--- src/hdl/spf_pkg.sv ---
// shared types and constants of the servo packet framer and reply checker
package spf_pkg;

  // request function codes
  typedef enum logic [2:0] {
    FN_WRITE = 3'd0,
    FN_READ  = 3'd1,
    FN_PING  = 3'd2,
    FN_RESET = 3'd3,
    FN_RX    = 3'd4
  } spf_func_e;

  // packet framing bytes
  localparam logic [7:0] HDR_BYTE   = 8'hFF;
  localparam logic [7:0] INS_PING   = 8'h01;
  localparam logic [7:0] INS_READ   = 8'h02;
  localparam logic [7:0] INS_WRITE  = 8'h03;
  localparam logic [7:0] INS_RESET  = 8'h06;
  localparam logic [7:0] FACTORY_ID = 8'h01;

  // length field values
  localparam logic [7:0] LEN_WR1   = 8'd4;
  localparam logic [7:0] LEN_WR2   = 8'd5;
  localparam logic [7:0] LEN_READ  = 8'd4;
  localparam logic [7:0] LEN_SHORT = 8'd2;

  // index of the checksum byte in each packet
  localparam logic [3:0] LAST_WR1   = 4'd7;
  localparam logic [3:0] LAST_WR2   = 4'd8;
  localparam logic [3:0] LAST_READ  = 4'd7;
  localparam logic [3:0] LAST_SHORT = 4'd5;

  // reply lengths
  localparam logic [3:0] RPL_READ1 = 4'd7;
  localparam logic [3:0] RPL_READ2 = 4'd8;
  localparam logic [3:0] RPL_PING  = 4'd6;

  // reply byte positions
  localparam logic [3:0] POS_ID   = 4'd2;
  localparam logic [3:0] POS_VLO  = 4'd5;
  localparam logic [3:0] POS_VHI  = 4'd6;

  // request held in the job register
  typedef struct packed {
    spf_func_e   func;
    logic [7:0]  addr;
    logic        wr_two;
    logic [7:0]  d0;
    logic [7:0]  d1;
    logic        rd_two;
    logic [7:0]  rx_byte;
  } spf_job_t;

  // receiver arming from a finished command
  typedef struct packed {
    logic arm;
    logic disarm;
    logic ping;
    logic two;
  } spf_rx_ctl_t;

  // completed reply
  typedef struct packed {
    logic        valid;
    logic [15:0] value;
    logic [7:0]  id;
    logic        ok;
  } spf_reply_t;

endpackage

--- src/hdl/spf_tx_frame.sv ---
// byte sequencer that walks one instruction packet and builds its checksum
module spf_tx_frame (
  input  logic             clk_i,
  input  logic             rst_ni,
  input  logic             start_i,
  input  logic             step_i,
  input  spf_pkg::spf_job_t job_i,
  input  logic [7:0]       motor_id_i,
  output logic [7:0]       byte_o,
  output logic             last_o
);

  logic [3:0] idx_q, idx_d;
  logic [7:0] sum_q, sum_d;
  logic [3:0] last_idx;
  logic [7:0] len_byte;
  logic [7:0] ins_byte;
  logic [7:0] body_byte;

  // packet shape per function
  always_comb begin
    case (job_i.func)
      spf_pkg::FN_WRITE: begin
        last_idx = job_i.wr_two ? spf_pkg::LAST_WR2 : spf_pkg::LAST_WR1;
        len_byte = job_i.wr_two ? spf_pkg::LEN_WR2 : spf_pkg::LEN_WR1;
        ins_byte = spf_pkg::INS_WRITE;
      end
      spf_pkg::FN_READ: begin
        last_idx = spf_pkg::LAST_READ;
        len_byte = spf_pkg::LEN_READ;
        ins_byte = spf_pkg::INS_READ;
      end
      spf_pkg::FN_PING: begin
        last_idx = spf_pkg::LAST_SHORT;
        len_byte = spf_pkg::LEN_SHORT;
        ins_byte = spf_pkg::INS_PING;
      end
      spf_pkg::FN_RESET: begin
        last_idx = spf_pkg::LAST_SHORT;
        len_byte = spf_pkg::LEN_SHORT;
        ins_byte = spf_pkg::INS_RESET;
      end
      default: begin
        last_idx = spf_pkg::LAST_SHORT;
        len_byte = spf_pkg::LEN_SHORT;
        ins_byte = 8'h00;
      end
    endcase
  end

  // byte at the current position
  always_comb begin
    case (idx_q)
      4'd0, 4'd1: body_byte = spf_pkg::HDR_BYTE;
      4'd2:       body_byte = motor_id_i;
      4'd3:       body_byte = len_byte;
      4'd4:       body_byte = ins_byte;
      4'd5:       body_byte = job_i.addr;
      4'd6: begin
        if (job_i.func == spf_pkg::FN_WRITE) begin
          body_byte = job_i.d0;
        end else begin
          body_byte = job_i.rd_two ? 8'd2 : 8'd1;
        end
      end
      4'd7:       body_byte = job_i.d1;
      default:    body_byte = 8'h00;
    endcase
  end

  assign last_o = (idx_q == last_idx);
  assign byte_o = last_o ? ~sum_q : body_byte;

  // position and running sum over id..last parameter
  always_comb begin
    idx_d = idx_q;
    sum_d = sum_q;
    if (start_i) begin
      idx_d = '0;
      sum_d = '0;
    end else if (step_i) begin
      idx_d = idx_q + 4'd1;
      if (idx_q >= 4'd2) begin
        sum_d = sum_q + body_byte;
      end
    end
  end

  always_ff @(posedge clk_i or negedge rst_ni) begin
    if (!rst_ni) begin
      idx_q <= '0;
      sum_q <= '0;
    end else begin
      idx_q <= idx_d;
      sum_q <= sum_d;
    end
  end

endmodule

--- config.mk ---
export PLATFORM = sky130hd
export DESIGN_NAME = spf_tx_frame
export DESIGN_NICKNAME = d
export VERILOG_FILES = /design/src/hdl/spf_pkg.sv /design/src/hdl/spf_tx_frame.sv
export SDC_FILE = /design/constraint.sdc
export NUM_CORES = 1
export LEC_CHECK = 0
export BUFFER_PORTS_ARGS = -buffer_cell sky130_fd_sc_hd__buf_2
export CAP_MARGIN = 10
export CORE_ASPECT_RATIO = 1.2
export CORE_MARGIN = 3
export CORE_UTILIZATION = 40
export CTS_CLUSTER_SIZE = 10
export DETAILED_ROUTE_END_ITERATION = 16
export PLACE_DENSITY = 0.68
export SETUP_SLACK_MARGIN = 0.3
export SYNTH_ARGS = -nofsm -noshare
export SYNTH_HDL_FRONTEND = slang
export SYNTH_SLANG_ARGS = --single-unit
--- constraint.sdc ---
create_clock -name clk_i -period 9.55 [get_ports clk_i]
set_clock_uncertainty 0.1 [all_clocks]
set_input_delay 2.865 -clock clk_i [delete_from_list [all_inputs] [get_ports clk_i]]
set_output_delay 2.865 -clock clk_i [all_outputs]
set_load 0.05 [all_outputs]
==> impl.org <==
** Run status
- The run finished with clean final reports.

** Floorplan
- Floorplan die area :: 4520 um2
- The floorplan step defined a core boundary enclosing 3450 um2.
- In this run the vertical extent of the chip is 73.0 um.
- Boundary Pins :: 58
- Std cell rows :: 23
- Once the floorplan was initialized, standard cells occupied 43.4% of the core.
- Die Wd :: 61.9 um

** Timing
- The final max-slew violation count was 0.
- For this run, the top clock speed supported by timing is 134 MHz.
- Worst slew margin relative to its limit :: 51.2%
- For the pin with the worst max-slew slack, the measured transition is 728 ps.
- Setup repair after global routing missed its margin :: no
- Hold violation total from the final report :: 0
- The final critical path takes up 78.4% of the cycle.
- Final TNS setup :: 0 ps
- Worst path setup slack after routing :: 2060 ps
- Setup violations remaining at the end of the flow were counted as 0.
- Subtracting the final worst setup slack from the clock period gives 7490 ps.
- Hold timing on the final database bottoms out at a slack of 452 ps.

** CTS
- Number of H-tree levels :: 1
- In this run, post-CTS repair resized a total of 0 instances.
- Worst-path clk slew :: 50 ps
- Buffers added to address setup during post-CTS repair amount to 0.
- The clock reaches the later pin of the worst-skew pair after 250 ps.
- Counting along the longest clock path gives a buffer depth of 2.
- The number of hold buffers added after CTS was 0.
- CTS sink cnt :: 12
- TritonCTS clock tree :: done
- Counting the buffers created by CTS gives 3.
- In this run the clock root is driven by a clkbuf_8.

** Worst hold path
- The tightest min-delay check is of the reg -> reg type.
- Along the worst hold path, the cell count comes to 2.

** Placement
- Final GP Congestion :: 0.859
- Detailed placement finished with a half-perimeter wire length of 3090 um.
- During placement, the flow inserted port buffers numbering 49.
- Cell Count Post-Placement :: 261
- Worst slack after detailed placement :: 2040 ps

** Power
- Reg power frac :: 25.8%
- The share of total power dissipated in combinational logic is 50.4%.
- Cell Int Power :: 136 uW
- Dividing total power by cell area gives a power density of 134 nW/um2.
- VDD IR-drop max :: 78.6 uV
- Final Total Pwr :: 236 uW
- In this run, the clock network consumes 23.8% of the power.
- Switching Share :: 42.2%
- The analysis attributes to net switching a power of 99.5 uW.
- For this design the static power due to leakage is 0.000764 uW.

** Detailed routing
- Detailed-route wire length :: 3900 um
- DRC violation total after the first TritonRoute iteration :: 116
- After detailed routing, the average wire length per cell comes to 14.7 um.
- In this run the remaining antenna-violating nets after routing total 0.
- The first detailed-routing pass took 4 iterations.
- In the routed design, unresolved DRC markers number 0.
- Post-DR vias/cell :: 5.80
- Via count :: 1,538

** Logic synthesis
- The synthesized design contains 12 register bits.
- Combinational family with the most area after synthesis :: compound AO/OA/AOI/OAI gates
- Post-synth net total :: 249
- The most used flip-flop cell after synthesis is dfrtp_1.
- Count of warnings emitted by yosys :: 0
- Leading cell type by number of instances after synthesis :: nand2_1
- Synth Area per Inst :: 7.97 um2
- Post-synthesis cell count :: 188
- Post-Synth XOR/XNOR Area :: 3.51%
- Of all flip-flops after synthesis, the portion carrying an async set or reset was 100%.
- Adder-Cell Fraction of Synth Area :: 10.5%
- Post-synthesis cell type count :: 50
- The share of the Yosys chip area taken by registers is 20.1%.
- The portion of synthesized area spent on multiplexers is 7.52%.
- Netlist area before placement :: 1500 um2
- The synthesized design devotes to its leading area cell type 20.1% of total area.
- Simple-Gate Fraction of Synth Area :: 23.5%
- EDFF count, synth :: 0
- The largest total area in the synthesized netlist belongs to dfrtp_1.
- Compound-gate portion of the synthesized area :: 26.6%
- Top cells by area in the synthesized netlist :: dfrtp_1 20%, ha_1 9.2%, nand2_1 5.5%, mux2_1 4.5%, nor2_1 4.3%
- Most instantiated cells after synthesis :: 22 x nand2_1, 17 x nor2_1, 12 x dfrtp_1, 12 x inv_1, 11 x ha_1

** Setup path
- Type of the setup path with the least slack :: in -> out
- Critical path fanouts, max :: 9
- Capturing element type of the critical path :: output port
- Startpoint Class :: primary input
- Required arrival time at the worst endpoint :: 6590 ps
- For the worst flop-to-flop path, the logic depth is 13.
- At the worst endpoint, the arrival time is 4520 ps.

** GRT
- Antenna violations before repair :: 0
- First-pass GRT wire length :: 6450 um
- Largest net degree at the start of global routing :: 19
- The via count of the first global-routing pass was 1,452.
- Global routing used 18.6% of the available tracks across all layers.
- The total overflow left after global routing is 0.

** Layout
- Final antenna diode count :: 0
- Fraction of final layout cells with drive strength greater than 1 :: 26.8%
- Number of inserted filler cells in the final layout :: 312
- The finished layout holds 265 standard cells, fillers aside.
- Nets :: 290
- Syn-to-layout area delta :: 17.9%

** Flow run
- # Max-Cap Violations :: 0
kinds of logic after synthesis:
family / count (synthesis)
flip-flops: 12
AND/OR/NAND/NOR: 70
multiplexers: 10
AO/OA/AOI/OAI: 53
XOR/XNOR: 6
buffers and inverters: 25
adder cells (fa/ha/maj): 12
per-stage QoR:
| stage | utilization (%) | area [um2] |
|---|---|---|
| floorplan | - | 1500 |
| global placement | 49.5 | 1710 |
| detailed placement | 49.5 | 1710 |
| CTS | 51.1 | 1770 |
| global route | 51.1 | 1770 |
| finish | 51.1 | 1770 |
path summary, 6_finish.rpt:
path / end / slack [ps] / from
max in group asynchronous: sum_q[2] / 6720 / rst_ni
hold reg to reg: sum_q[0] / 450 / sum_q[0]
min in group asynchronous: sum_q[3] / 2400 / rst_ni
setup / recovery: byte_o[6] / 2060 / job_i[34]
setup reg to reg: sum_q[6] / 6080 / idx_q[1]
hold / removal: sum_q[0] / 450 / sum_q[0]
layer usage:
layer | GRT usage [%] | share of wire [%] | up-vias | routed length, um
met3 | 1.77 | 6.4 | 5 | 251
met2 | 31.8 | 46 | 62 | 1780
met1 | 23.8 | 46 | 692 | 1810
li1 | - | - | 779 | -
met5 | 0 | 0 | - | 0
met4 | 6.60 | 1.6 | 0 | 61
power groups by stage:
stage	registers [uW]	logic, uW	clock network [uW]
global placement	61.4	119	0
finish	60.9	119	56.1
detailed placement	61.7	118	0
floorplan	60.3	92.0	0
CTS	60.8	119	58.1
global route	61.8	133	60.8
cells in the final DEF, fill, tap and decap left out, drive strengths merged, types with 2 or more instances in the layout:
cell type,Yosys,layout
a211oi,3,3
a21oi,9,9
a221o,2,2
a22oi,2,2
a31oi,9,9
a32oi,5,5
and2,2,2
buf,8,49
clkbuf,5,4
dfrtp,12,12
ha,11,11
inv,12,12
mux2,7,7
mux2i,3,3
nand2,23,23
nand3,7,7
nand4,7,7
nor2,17,17
nor2b,5,5
nor4b,2,2
o211ai,7,7
o21ai,4,4
or2,2,2
or3,2,2
xnor2,3,3
xor2,3,3
area by class of cell:
| class | count | area (um2) | area share [%] |
|---|---|---|---|
| multi-input combinational | 151 | 1070 | 60.8 |
| sequential | 12 | 300 | 17.0 |
| timing repair buffer | 49 | 245 | 13.9 |
| clock buffer | 4 | 55.1 | 3.12 |
| tap | 37 | 46.3 | 2.62 |
| inverter | 12 | 45.0 | 2.55 |
state kept, by name, indices dropped and copies added, names as in the netlist:
| register | count |
|---|---|
| sum_q | 8 |
| idx_q | 4 |
critical path, cell delays in order:
cell and delay (ps):
buf_2 130, nor3_2 440, a22oi_2 80, a31oi_1 200
nand2_2 220, mux2_1 370, buf_2 210
Power figures use the tool's default switching activity.
